### src/rtl/ese_pkg.sv
package ese_pkg;

    localparam int CHAR_W        = 16;
    localparam int CHAR_BITS_DEF = 16;
    localparam int HELD_DEPTH    = 7;
    localparam int HELD_IDX_W    = 3;
    localparam int NEED_W        = 4;

    localparam logic [7:0] C_BSL = 8'h5C;
    localparam logic [7:0] C_X   = 8'h78;
    localparam logic [7:0] C_U   = 8'h75;
    localparam logic [7:0] C_UU  = 8'h55;

    localparam logic [NEED_W-1:0] NEED_NARROW = 4'd2;
    localparam logic [NEED_W-1:0] NEED_U      = 4'd4;
    localparam logic [NEED_W-1:0] NEED_UU     = 4'd8;

    typedef struct packed {
        logic [CHAR_W-1:0] char_code;
        logic              is_last;
    } t_req;

    typedef struct packed {
        logic [CHAR_W-1:0] out_code;
        logic              string_end;
        logic              run_end;
    } t_rsp;

    typedef enum logic [2:0] {
        MODE_IDLE = 3'b001,
        MODE_BSL  = 3'b010,
        MODE_HEX  = 3'b100
    } t_mode;

    typedef enum logic [1:0] {
        LET_X  = 2'd0,
        LET_U  = 2'd1,
        LET_UU = 2'd2
    } t_letter;

    typedef enum logic [1:0] {
        SEL_FIRST = 2'd0,
        SEL_LET   = 2'd1,
        SEL_DIG   = 2'd2,
        SEL_TAIL  = 2'd3
    } t_sel;

    typedef struct packed {
        logic accept;
        logic emit;
        t_sel sel;
        logic is_final;
        logic rep_step;
    } t_cmd;

    typedef struct packed {
        logic out_free;
        logic dec_pfx_bsl;
        logic dec_pfx_hex;
        logic dec_tail;
        logic tail_vld;
        logic n_zero;
        logic rep_last;
    } t_stat;

    // {hit, control code}
    function automatic logic [8:0] simple_code(input logic [CHAR_W-1:0] c);
        case (c)
            16'h0061: return {1'b1, 8'd7};
            16'h0062: return {1'b1, 8'd8};
            16'h0074: return {1'b1, 8'd9};
            16'h0066: return {1'b1, 8'd12};
            16'h006E: return {1'b1, 8'd10};
            16'h0072: return {1'b1, 8'd13};
            16'h0076: return {1'b1, 8'd11};
            16'h005C: return {1'b1, C_BSL};
            16'h0030: return {1'b1, 8'd0};
            default:  return 9'd0;
        endcase
    endfunction

    // {valid, nibble}
    function automatic logic [4:0] hex_digit(input logic [CHAR_W-1:0] c);
        if (c >= 16'h0030 && c <= 16'h0039) begin
            return {1'b1, c[3:0]};
        end else if ((c >= 16'h0061 && c <= 16'h0066) ||
                     (c >= 16'h0041 && c <= 16'h0046)) begin
            return {1'b1, c[3:0] + 4'd9};
        end else begin
            return 5'd0;
        end
    endfunction

    function automatic logic [7:0] letter_code(input t_letter l);
        case (l)
            LET_U:   return C_U;
            LET_UU:  return C_UU;
            default: return C_X;
        endcase
    endfunction

endpackage

### src/rtl/ese_ctrl.sv
module ese_ctrl (
    input  logic          i_clk,
    input  logic          i_rst_n,
    input  logic          i_in_valid,
    input  ese_pkg::t_stat i_stat,
    output ese_pkg::t_cmd  o_cmd,
    output logic          o_in_stall
);
    import ese_pkg::*;

    typedef enum logic [3:0] {
        S_RUN  = 4'b0001,
        S_LET  = 4'b0010,
        S_DIG  = 4'b0100,
        S_TAIL = 4'b1000
    } t_state;

    t_state r_state, n_state;
    logic   dec_pfx;

    assign dec_pfx = i_stat.dec_pfx_bsl | i_stat.dec_pfx_hex;

    always_comb begin
        n_state    = r_state;
        o_cmd      = '0;
        o_cmd.sel  = SEL_FIRST;
        o_in_stall = 1'b1;
        unique case (r_state)
            S_RUN: begin
                o_in_stall = ~i_stat.out_free;
                if (i_in_valid && i_stat.out_free) begin
                    o_cmd.accept   = 1'b1;
                    o_cmd.emit     = dec_pfx | i_stat.dec_tail;
                    o_cmd.sel      = SEL_FIRST;
                    o_cmd.is_final = dec_pfx ? (i_stat.dec_pfx_bsl & ~i_stat.dec_tail) : 1'b1;
                    if (i_stat.dec_pfx_hex) begin
                        n_state = S_LET;
                    end else if (i_stat.dec_pfx_bsl && i_stat.dec_tail) begin
                        n_state = S_TAIL;
                    end
                end
            end
            S_LET: begin
                if (i_stat.out_free) begin
                    o_cmd.emit     = 1'b1;
                    o_cmd.sel      = SEL_LET;
                    o_cmd.is_final = i_stat.n_zero & ~i_stat.tail_vld;
                    if (!i_stat.n_zero) begin
                        n_state = S_DIG;
                    end else if (i_stat.tail_vld) begin
                        n_state = S_TAIL;
                    end else begin
                        n_state = S_RUN;
                    end
                end
            end
            S_DIG: begin
                if (i_stat.out_free) begin
                    o_cmd.emit     = 1'b1;
                    o_cmd.sel      = SEL_DIG;
                    o_cmd.rep_step = 1'b1;
                    o_cmd.is_final = i_stat.rep_last & ~i_stat.tail_vld;
                    if (i_stat.rep_last) begin
                        n_state = i_stat.tail_vld ? S_TAIL : S_RUN;
                    end
                end
            end
            S_TAIL: begin
                if (i_stat.out_free) begin
                    o_cmd.emit     = 1'b1;
                    o_cmd.sel      = SEL_TAIL;
                    o_cmd.is_final = 1'b1;
                    n_state        = S_RUN;
                end
            end
            default: begin
                n_state = S_RUN;
            end
        endcase
    end

    always_ff @(posedge i_clk) begin
        if (!i_rst_n) begin
            r_state <= S_RUN;
        end else begin
            r_state <= n_state;
        end
    end

endmodule

### src/rtl/ese_dp.sv
module ese_dp #(
    parameter int CHAR_BITS = ese_pkg::CHAR_BITS_DEF
) (
    input  logic           i_clk,
    input  logic           i_rst_n,
    input  logic           i_cfg_we,
    input  logic           i_cfg_wdata,
    input  ese_pkg::t_req  i_req,
    input  logic           i_out_stall,
    input  ese_pkg::t_cmd  i_cmd,
    output ese_pkg::t_stat o_stat,
    output logic           o_out_valid,
    output ese_pkg::t_rsp  o_out_rsp
);
    import ese_pkg::*;

    localparam int CODE_W = (CHAR_BITS < CHAR_W) ? CHAR_BITS : CHAR_W;

    logic                  r_wide;
    t_mode                 r_mode, n_mode;
    t_letter               r_letter, n_letter;
    logic [HELD_IDX_W-1:0] r_count, n_count;
    logic [NEED_W-1:0]     r_need, n_need;
    logic [CODE_W-1:0]     r_hex, n_hex;
    logic [7:0]            r_held [0:HELD_DEPTH-1];

    logic [HELD_IDX_W-1:0] r_n, n_n;
    logic                  r_tail_vld, n_tail_vld;
    logic [CODE_W-1:0]     r_tail, n_tail;
    logic                  r_last;
    logic [HELD_IDX_W-1:0] r_rep;

    logic                  r_ovalid;
    t_rsp                  r_orsp;

    logic [CHAR_W-1:0]     c;
    logic                  is_bsl;
    logic [8:0]            simp;
    logic [4:0]            dig;
    logic [CODE_W-1:0]     hv_next;
    logic                  complete;
    logic                  d_pfx_bsl, d_pfx_hex, d_hold;
    logic [CODE_W-1:0]     e_code;
    logic                  e_last;
    logic                  out_free;

    assign c        = i_req.char_code;
    assign is_bsl   = (c == CHAR_W'(C_BSL));
    assign simp     = simple_code(c);
    assign dig      = hex_digit(c);
    assign hv_next  = {r_hex[CODE_W-5:0], dig[3:0]};
    assign complete = (({1'b0, r_count} + 4'd1) >= r_need) || (r_count == 3'd7);
    assign out_free = ~r_ovalid | ~i_out_stall;

    always_comb begin
        n_mode     = r_mode;
        n_letter   = r_letter;
        n_count    = r_count;
        n_need     = r_need;
        n_hex      = r_hex;
        n_n        = '0;
        n_tail_vld = 1'b0;
        n_tail     = c[CODE_W-1:0];
        d_pfx_bsl  = 1'b0;
        d_pfx_hex  = 1'b0;
        d_hold     = 1'b0;
        unique case (r_mode)
            MODE_IDLE: begin
                if (is_bsl) begin
                    if (i_req.is_last) begin
                        n_tail_vld = 1'b1;
                    end else begin
                        n_mode = MODE_BSL;
                    end
                end else begin
                    n_tail_vld = 1'b1;
                end
            end
            MODE_BSL: begin
                n_mode = MODE_IDLE;
                if (simp[8]) begin
                    n_tail_vld = 1'b1;
                    n_tail     = CODE_W'(simp[7:0]);
                end else if (c == CHAR_W'(C_X) || c == CHAR_W'(C_U) ||
                             c == CHAR_W'(C_UU)) begin
                    n_count = '0;
                    n_hex   = '0;
                    if (c == CHAR_W'(C_X)) begin
                        n_letter = LET_X;
                        n_need   = NEED_NARROW;
                    end else if (c == CHAR_W'(C_U)) begin
                        n_letter = LET_U;
                        n_need   = r_wide ? NEED_U : NEED_NARROW;
                    end else begin
                        n_letter = LET_UU;
                        n_need   = r_wide ? NEED_UU : NEED_NARROW;
                    end
                    if (i_req.is_last) begin
                        d_pfx_hex = 1'b1;
                    end else begin
                        n_mode = MODE_HEX;
                    end
                end else begin
                    d_pfx_bsl  = 1'b1;
                    n_tail_vld = 1'b1;
                end
            end
            MODE_HEX: begin
                if (dig[4]) begin
                    n_hex = hv_next;
                    if (complete) begin
                        n_tail_vld = 1'b1;
                        n_tail     = hv_next;
                        n_mode     = MODE_IDLE;
                        n_count    = '0;
                    end else begin
                        d_hold  = 1'b1;
                        n_count = r_count + 3'd1;
                        if (i_req.is_last) begin
                            d_pfx_hex = 1'b1;
                            n_n       = r_count + 3'd1;
                            n_mode    = MODE_IDLE;
                        end
                    end
                end else begin
                    d_pfx_hex = 1'b1;
                    n_n       = r_count;
                    n_mode    = MODE_IDLE;
                    if (is_bsl) begin
                        if (i_req.is_last) begin
                            n_tail_vld = 1'b1;
                        end else begin
                            n_mode = MODE_BSL;
                        end
                    end else begin
                        n_tail_vld = 1'b1;
                    end
                end
            end
            default: begin
                n_mode = MODE_IDLE;
            end
        endcase
    end

    always_comb begin
        e_code = r_tail;
        e_last = r_last;
        unique case (i_cmd.sel)
            SEL_FIRST: begin
                e_code = (d_pfx_bsl | d_pfx_hex) ? CODE_W'(C_BSL) : n_tail;
                e_last = i_req.is_last;
            end
            SEL_LET:  e_code = CODE_W'(letter_code(r_letter));
            SEL_DIG:  e_code = CODE_W'(r_held[r_rep]);
            SEL_TAIL: e_code = r_tail;
            default:  e_code = r_tail;
        endcase
    end

    always_comb begin
        o_stat.out_free    = out_free;
        o_stat.dec_pfx_bsl = d_pfx_bsl;
        o_stat.dec_pfx_hex = d_pfx_hex;
        o_stat.dec_tail    = n_tail_vld;
        o_stat.tail_vld    = r_tail_vld;
        o_stat.n_zero      = (r_n == '0);
        o_stat.rep_last    = (({1'b0, r_rep} + 4'd1) == {1'b0, r_n});
    end

    always_ff @(posedge i_clk) begin
        if (!i_rst_n) begin
            r_wide     <= 1'b1;
            r_mode     <= MODE_IDLE;
            r_letter   <= LET_X;
            r_count    <= '0;
            r_need     <= '0;
            r_hex      <= '0;
            r_ovalid   <= 1'b0;
            r_tail_vld <= 1'b0;
            r_n        <= '0;
            r_rep      <= '0;
        end else begin
            if (i_cfg_we) begin
                r_wide <= i_cfg_wdata;
            end
            if (i_cmd.accept) begin
                r_mode     <= n_mode;
                r_letter   <= n_letter;
                r_count    <= n_count;
                r_need     <= n_need;
                r_hex      <= n_hex;
                r_n        <= n_n;
                r_tail_vld <= n_tail_vld;
                r_rep      <= '0;
            end else if (i_cmd.rep_step) begin
                r_rep <= r_rep + 3'd1;
            end
            if (i_cmd.emit) begin
                r_ovalid <= 1'b1;
            end else if (!i_out_stall) begin
                r_ovalid <= 1'b0;
            end
        end
    end

    always_ff @(posedge i_clk) begin
        if (i_cmd.accept) begin
            r_tail <= n_tail;
            r_last <= i_req.is_last;
            if (d_hold) begin
                r_held[r_count] <= c[7:0];
            end
        end
        if (i_cmd.emit) begin
            r_orsp.out_code   <= CHAR_W'(e_code);
            r_orsp.string_end <= i_cmd.is_final & e_last;
            r_orsp.run_end    <= i_cmd.is_final;
        end
    end

    assign o_out_valid = r_ovalid;
    assign o_out_rsp   = r_orsp;

endmodule

### src/rtl/escape_sequence_expander_unit.sv
// channel   direction  handshake                       payload
// config    in         i_cfg_we                        i_cfg_wdata (wide escapes)
// request   in         i_in_valid / o_in_stall         i_in_req  (char_code, is_last)
// result    out        o_out_valid / i_out_stall       o_out_rsp (out_code, string_end, run_end)
//
// A request yielding zero or one result raises no o_in_stall of its own; back-to-back requests run
// at full rate while the output register is free. A request yielding k > 1 results (failed escape replay)
// holds o_in_stall till its last result; the single output register sends one result per cycle unless stalled.
// Synchronous active-low reset: parser idle, wide escapes on, output register empty.
// i_out_stall holds the output register; a new request is taken while it drains.
module escape_sequence_expander_unit #(
    parameter int CHAR_BITS = ese_pkg::CHAR_BITS_DEF
) (
    input  logic          i_clk,
    input  logic          i_rst_n,
    input  logic          i_cfg_we,
    input  logic          i_cfg_wdata,
    input  logic          i_in_valid,
    input  ese_pkg::t_req i_in_req,
    output logic          o_in_stall,
    output logic          o_out_valid,
    output ese_pkg::t_rsp o_out_rsp,
    input  logic          i_out_stall
);
    import ese_pkg::*;

    t_cmd  cmd;
    t_stat stat;

    ese_ctrl u_ctrl (
        .i_clk      (i_clk),
        .i_rst_n    (i_rst_n),
        .i_in_valid (i_in_valid),
        .i_stat     (stat),
        .o_cmd      (cmd),
        .o_in_stall (o_in_stall)
    );

    ese_dp #(
        .CHAR_BITS (CHAR_BITS)
    ) u_dp (
        .i_clk       (i_clk),
        .i_rst_n     (i_rst_n),
        .i_cfg_we    (i_cfg_we),
        .i_cfg_wdata (i_cfg_wdata),
        .i_req       (i_in_req),
        .i_out_stall (i_out_stall),
        .i_cmd       (cmd),
        .o_stat      (stat),
        .o_out_valid (o_out_valid),
        .o_out_rsp   (o_out_rsp)
    );

endmodule

### config.mk
export PLATFORM = sky130hd
export DESIGN_NAME = escape_sequence_expander_unit
export DESIGN_NICKNAME = d
export VERILOG_FILES = /design/src/rtl/ese_pkg.sv /design/src/rtl/ese_ctrl.sv /design/src/rtl/ese_dp.sv /design/src/rtl/escape_sequence_expander_unit.sv
export SDC_FILE = /design/constraint.sdc
export NUM_CORES = 1
export LEC_CHECK = 0
export CELL_PAD_IN_SITES_DETAIL_PLACEMENT = 1
export CELL_PAD_IN_SITES_GLOBAL_PLACEMENT = 2
export CORE_ASPECT_RATIO = 1.5
export CORE_UTILIZATION = 43
export CTS_CLUSTER_DIAMETER = 40
export DETAILED_ROUTE_END_ITERATION = 12
export DONT_BUFFER_PORTS = 1
export PLACE_DENSITY_LB_ADDON = 0.1
export SLEW_MARGIN = 20
export SYNTH_ARGS = -nofsm -noshare
export SYNTH_HDL_FRONTEND = slang
export SYNTH_SLANG_ARGS = --single-unit
### constraint.sdc
create_clock -name i_clk -period 4.14 [get_ports i_clk]
set_clock_uncertainty 0.15 [all_clocks]
set_input_delay 0.621 -clock i_clk [delete_from_list [all_inputs] [get_ports i_clk]]
set_output_delay 0.621 -clock i_clk [all_outputs]
set_load 0.03 [all_outputs]
---- Yosys cells after proc, flatten, opt, wreduce, memory -nomap -nowiden ----
Memories as Yosys holds them, arrays and structs flattened. A register that Yosys moved wholly into a read port is not among the register bits.
Index checks and enable logic that the tools add are counted.
word-level totals
  bits in registers ....................... 72
  RAM bits ................................ 56
  bits of input ports ..................... 23
  output and inout port bits .............. 20
  word-level logic and storage cells ...... 183
  memories kept ........................... 1
memories
  name         words  bits a word  rd ports  clocked after Yosys merged registers in  wr ports  line          source
  u_dp.r_held  7      8            1         1                                        1         ese_dp.sv:25  logic [7:0] r_held [0:HELD_DEPTH-1];
cells by class
  $add $sub $neg .......................... 5
  $lt $le $gt $ge ......................... 7
  equal/unequal tests ..................... 39
  mux-type cells .......................... 84
  bitwise operators ....................... 14
  reduce and logical (&&, ||, !) cells .... 17
operators with widths
  operator                                                                              number
  16-bit by 7-bit equality test with 1-bit output, second input constant                11
  9-bit case mux with 9 select lines                                                    1
  16-bit 2-to-1 mux                                                                     4
  16-bit case mux with 4 select lines                                                   1
  3-bit 2-to-1 mux                                                                      20
  4-bit 2-to-1 mux                                                                      14
  12-bit 2-to-1 mux                                                                     3
  16-bit by 7-bit greater-or-equal comparator with 1-bit output, second input constant  2
  16-bit by 7-bit less-or-equal comparator with 1-bit output, second input constant     2
  16-bit case mux with 2 select lines                                                   1
  4-bit case mux with 4 select lines                                                    2
  1-bit 2-to-1 mux                                                                      25
  12-bit case mux with 2 select lines                                                   1
  5-bit 2-to-1 mux                                                                      4
  2-bit by 1-bit != test with 1-bit output, second input constant                       9
  16-bit by 6-bit equality test with 1-bit output, second input constant                1
  16-bit by 6-bit greater-or-equal comparator with 1-bit output, second input constant  1
  16-bit by 6-bit less-or-equal comparator with 1-bit output, second input constant     1
  6-bit case mux with 2 select lines                                                    1
  3-bit case mux with 3 select lines                                                    1
  3-bit by 1-bit adder with 4-bit output, second input constant                         2
  4-bit AND reduction                                                                   2
  1-bit NOT                                                                             7
  3-bit by 1-bit adder with 3-bit output, second input constant                         2
  other kinds (29)                                                                      48

---- Longest topological paths before layout ----
  word-level depth ........................ 15
  depth in mapped cells ................... 11
  mapped depth without buffers ............ 10

---- By module ----
A second synthesis with hierarchy kept.
unflattened totals
  cell total of the unflattened synthesis .. 595
  area total of the unflattened synthesis .. 6595.1 µm²
by module, submodules not included
  module    times used  cells an instance  area an instance (µm²)  sequential area each (µm²)
  ese_dp    1           535                6115.9                  3433.3
  ese_ctrl  1           60                 479.2                   80.1

---- Worst setup path after synthesis ----
Ideal clock, no wire load.
  path kind ............................... input-to-reg
  start ................................... input port i_in_req[2] (netlist name)
  end ..................................... register u_dp.r_orsp (netlist bit u_dp.o_out_rsp[0]), enable pin
  setup time .............................. 377 ps
  arrival time ............................ 2877 ps
  required time ........................... 3613 ps
  path slack .............................. 735 ps
  stages .................................. 9
  path buffers ............................ 0
  path through ............................ inv_1 ha_1 or4b_1 a32o_1 a22o_1 o2bb2ai_1 a31o_4 o21ai_0 nand2b_1
RTL lines
  item         line                                 source
  from (decl)  escape_sequence_expander_unit.sv:19  input ese_pkg::t_req i_in_req,
  to (decl)    ese_dp.sv:34                         t_rsp r_orsp;

---- Worst setup path in the final report ----
  start ................................... register u_dp.r_count[0]
  end ..................................... register u_dp.r_orsp (netlist bit u_dp.o_out_rsp[7]), data pin
on the way
  elaborated cells between the ends (all ways) .. 13
  classes of those cells .................. 1 x add/sub; 1 x order compare; 1 x eq/ne; 8 x mux; 1 x bitwise; 1 x reduce/logical
RTL lines
  item                                    line           source
  from (decl)                             ese_dp.sv:22   logic [HELD_IDX_W-1:0] r_count, n_count;
  from (signal assigned)                  ese_dp.sv:190  r_count <= n_count;
  3-bit by 1-bit adder with 4-bit output  ese_dp.sv:52   assign complete = (({1'b0, r_count} + 4'd1) >= r_need) || (r_count == 3'd7);
  4-bit greater-or-equal comparator       ese_dp.sv:52
  1-bit logical OR *                      ese_dp.sv:52
  16-bit 2-to-1 mux *                     ese_dp.sv:111  if (complete) begin
  16-bit 2-to-1 mux *                     ese_dp.sv:109  if (dig[4]) begin
  16-bit case mux with 2 select lines *   ese_dp.sv:67   unique case (r_mode)
  named net u_dp.n_tail[5]                ese_dp.sv:29   logic [CODE_W-1:0] r_tail, n_tail;
  16-bit 2-to-1 mux *                     ese_dp.sv:151  e_code = (d_pfx_bsl | d_pfx_hex) ? CODE_W'(C_BSL) : n_tail;
  16-bit case mux with 4 select lines *   ese_dp.sv:149  unique case (i_cmd.sel)
  named net u_dp.e_code[5]                ese_dp.sv:43   logic [CODE_W-1:0] e_code;
The timed path passes the listed nets; every way through them passes the cells marked *.
A chain may end at the register's enable or synchronous reset.

==> metrics.cfg <==
[cts]
cts.sink_count = 130
htree_num_levels = 4
tritoncts = done
clkLatencyLatePin_ps = 430
postCtsResizedCells = 0
numCtsBuffers = 17
path_clk_slew_ps = 60
clk_path_buf_depth = 2
root_buffer = clkbuf_16
cts_hold_buf = 0
cts_setup_buffers = 0

[final_layout]
multiInputGateArea_um2 = 2790
area_growth_pct = 13.4
seq_area_um2 = 3510
utilization_pct = 50.2
final_common_cell = edfxtp_1
fillers = 1602
antenna_cells = 0
fin_nets = 617
drive_above_1_share_pct = 13.3
final_cell_mix = 91 x edfxtp_1, 59 x nand2_1, 43 x nor2_1, 39 x dfxtp_1, 27 x nand3_1
instances_no_fill = 791

[pwr]
p_leak_nw = 2.42
swShare_pct = 22.9
p_sw_mw = 0.714
power_frac_comb_pct = 3.7
powerDensity_nw_per_um2 = 427
clkPwrFrac_pct = 48.8
seq_power_share_pct = 47.5
p_int_mw = 2.41
power.total_mw = 3.12
vdd_drop_max_v = 0.000252

[yosys]
ys_top_cells_by_area = edfxtp_1 42%, dfxtp_1 12%, nand2_1 3.4%
ys_seq_area_share_pct = 54.4
synth_cell_types = 73
syn_area_per_cell_um2 = 11.3
syn_area_um2 = 6460
synth_top_area_share_pct = 42.3
ys_dominant_reg_cell = edfxtp_1
ys_seq_elements = 130
yosysWarnings = 0
synthesis.nets = 606
synth_edf_count = 91
yosys.area.top_type = edfxtp_1
async_flop_share_pct = 0
syn_inst = 571

[floorplanning]
fp.dieW_um = 102
fp.coreArea_um2 = 14600
rows = 54
initial_core_util_pct = 44.3
boundaryPins = 43
dieArea_um2 = 15500
die_h_um = 152

[setup_path]
cp_slowest_cell = dfxtp_1
crit_top_cell = ha_1
cp.arrival_ps = 3580
crit_buf_inv = 0
crit_chain = ha_1 > ha_1 > ha_1 > o21ai_0 > a31o_2 > a21o_1 > a21oi_1 > o21ai_0 > a221o_1
crit_fanout = 12
critPathRequiredTime_ps = 4160
crit_path_start = u_dp.r_count[0]
critPathKind = flop to flop
slowest_delay_ps = 600
reg2reg_from = u_dp.r_count[0]
crit_family = compound AO/OA/AOI/OAI gates
end_kind = flop
crit_path_start_kind = flop

[timing]
period_minus_slack_ps = 3570
hold_violations = 0
fin_crit_sh_pct = 86.2
drv_slew = 0
clock.fmax_ghz = 0.280
whs_ps = 129
worstMarginPinSlew_ps = 861
relSlewSlack_pct = 42.5
rsz0062_at_grt = false
tns_ps = 0
setup-violations-final = 0

[run]
drv_cap = 0

[grt]
track_usage_pct = 25.4
antenna_found_initial = 0
grt_pass1_wl_um = 28600
grt-ovfl-total = 0
grt_max_degree = 35
first_global_vias = 5022

[min_path]
hp-class = primary input to flop
min-delay-start = i_rst_n

[route]
routed_wl_um = 18300
wire_per_inst_um = 23.1
ant_nets = 0
num_vias = 4666
drc = 0
routed_via_density = 5.90
drt-initial-drc-count = 245
dr.pass1.iters = 4

[placed_design]
gp_congestion = 0.943
placed_cells = 759
dp_hpwl_um = 13500
port_buffers = 0

[status]
status = finished clean

[worst paths after layout]
check	to	slack, ps	cells past startpoint
min	u_dp.r_wide	130	1
max	u_dp.o_out_rsp[7]	570	9
min reg2reg	u_dp.r_need[2]	320	2
max reg2reg	u_dp.o_out_rsp[7]	570	9
[stage by stage]
step                      instance area (µm²)  setup slack (ps)
after floorplan                          6460               735
after global placement                   6720               531
after detailed placement                 6720               273
after CTS                                7330               591
after global routing                     7330               331
final                                    7330               573
[metal layers]
layer  wire length (µm)  GRT usage, %  vias up
li1                   -             -     2188
met1               6970          27.8     2352
met2              10100          46.2       90
met3                610          4.74       36
met4                608          11.2        0
met5                  0             0        -
[registers in the layout, summed over array words and instances (netlist names), named ones only]
register	flops
u_ctrl.r_state	4
u_dp.o_out_rsp	18
u_dp.o_out_valid	1
u_dp.r_count	3
u_dp.r_held	56
u_dp.r_hex	12
u_dp.r_last	1
u_dp.r_letter	2
u_dp.r_mode	3
u_dp.r_n	3
u_dp.r_need	3
u_dp.r_rep	3
u_dp.r_tail	16
u_dp.r_tail_vld	1
u_dp.r_wide	1
[kinds of logic (layout without fill, tap and decap cells)]
logic type	after synthesis	after routing	share of synthesized area, %
buf+inv	35	59	2.44
mux	33	33	6.78
simple gates	221	221	18.3
fa+ha+maj	12	12	2.32
compound gates	132	132	14.7
xor+xnor	8	8	1.08
flops	130	130	54.4
[final cells by class]
type / count / area share [%]
Inverter: 9 / 0.461
Multi-Input combinational cell: 406 / 38.1
Clock buffer: 19 / 6.20
Timing Repair Buffer: 18 / 1.84
Sequential cell: 130 / 48.0
Tap cell: 196 / 3.35
Clock inverter: 13 / 2.05
[power groups by stage]
stage          Clock (mW)  Sequential [mW]  Combinational [mW]
6_report             1.52             1.48               0.117
5_1_grt              1.60             1.49               0.128
4_1_cts              1.55             1.48               0.118
3_5_place_dp            0             1.51               0.117
3_3_place_gp            0             1.51               0.113
2_1_floorplan           0             1.50              0.0896
[cells in the mapped netlist, drive strengths merged, types with 12 or more instances]
cell,number
nand2b,15
nand3,27
o21ai,27
dfxtp,39
a21oi,17
a21boi,23
clkbuf,15
nor2,45
edfxtp,91
mux2i,19
nand2,60
ha,12
Note: power is estimated with default switching activity, not from simulation.
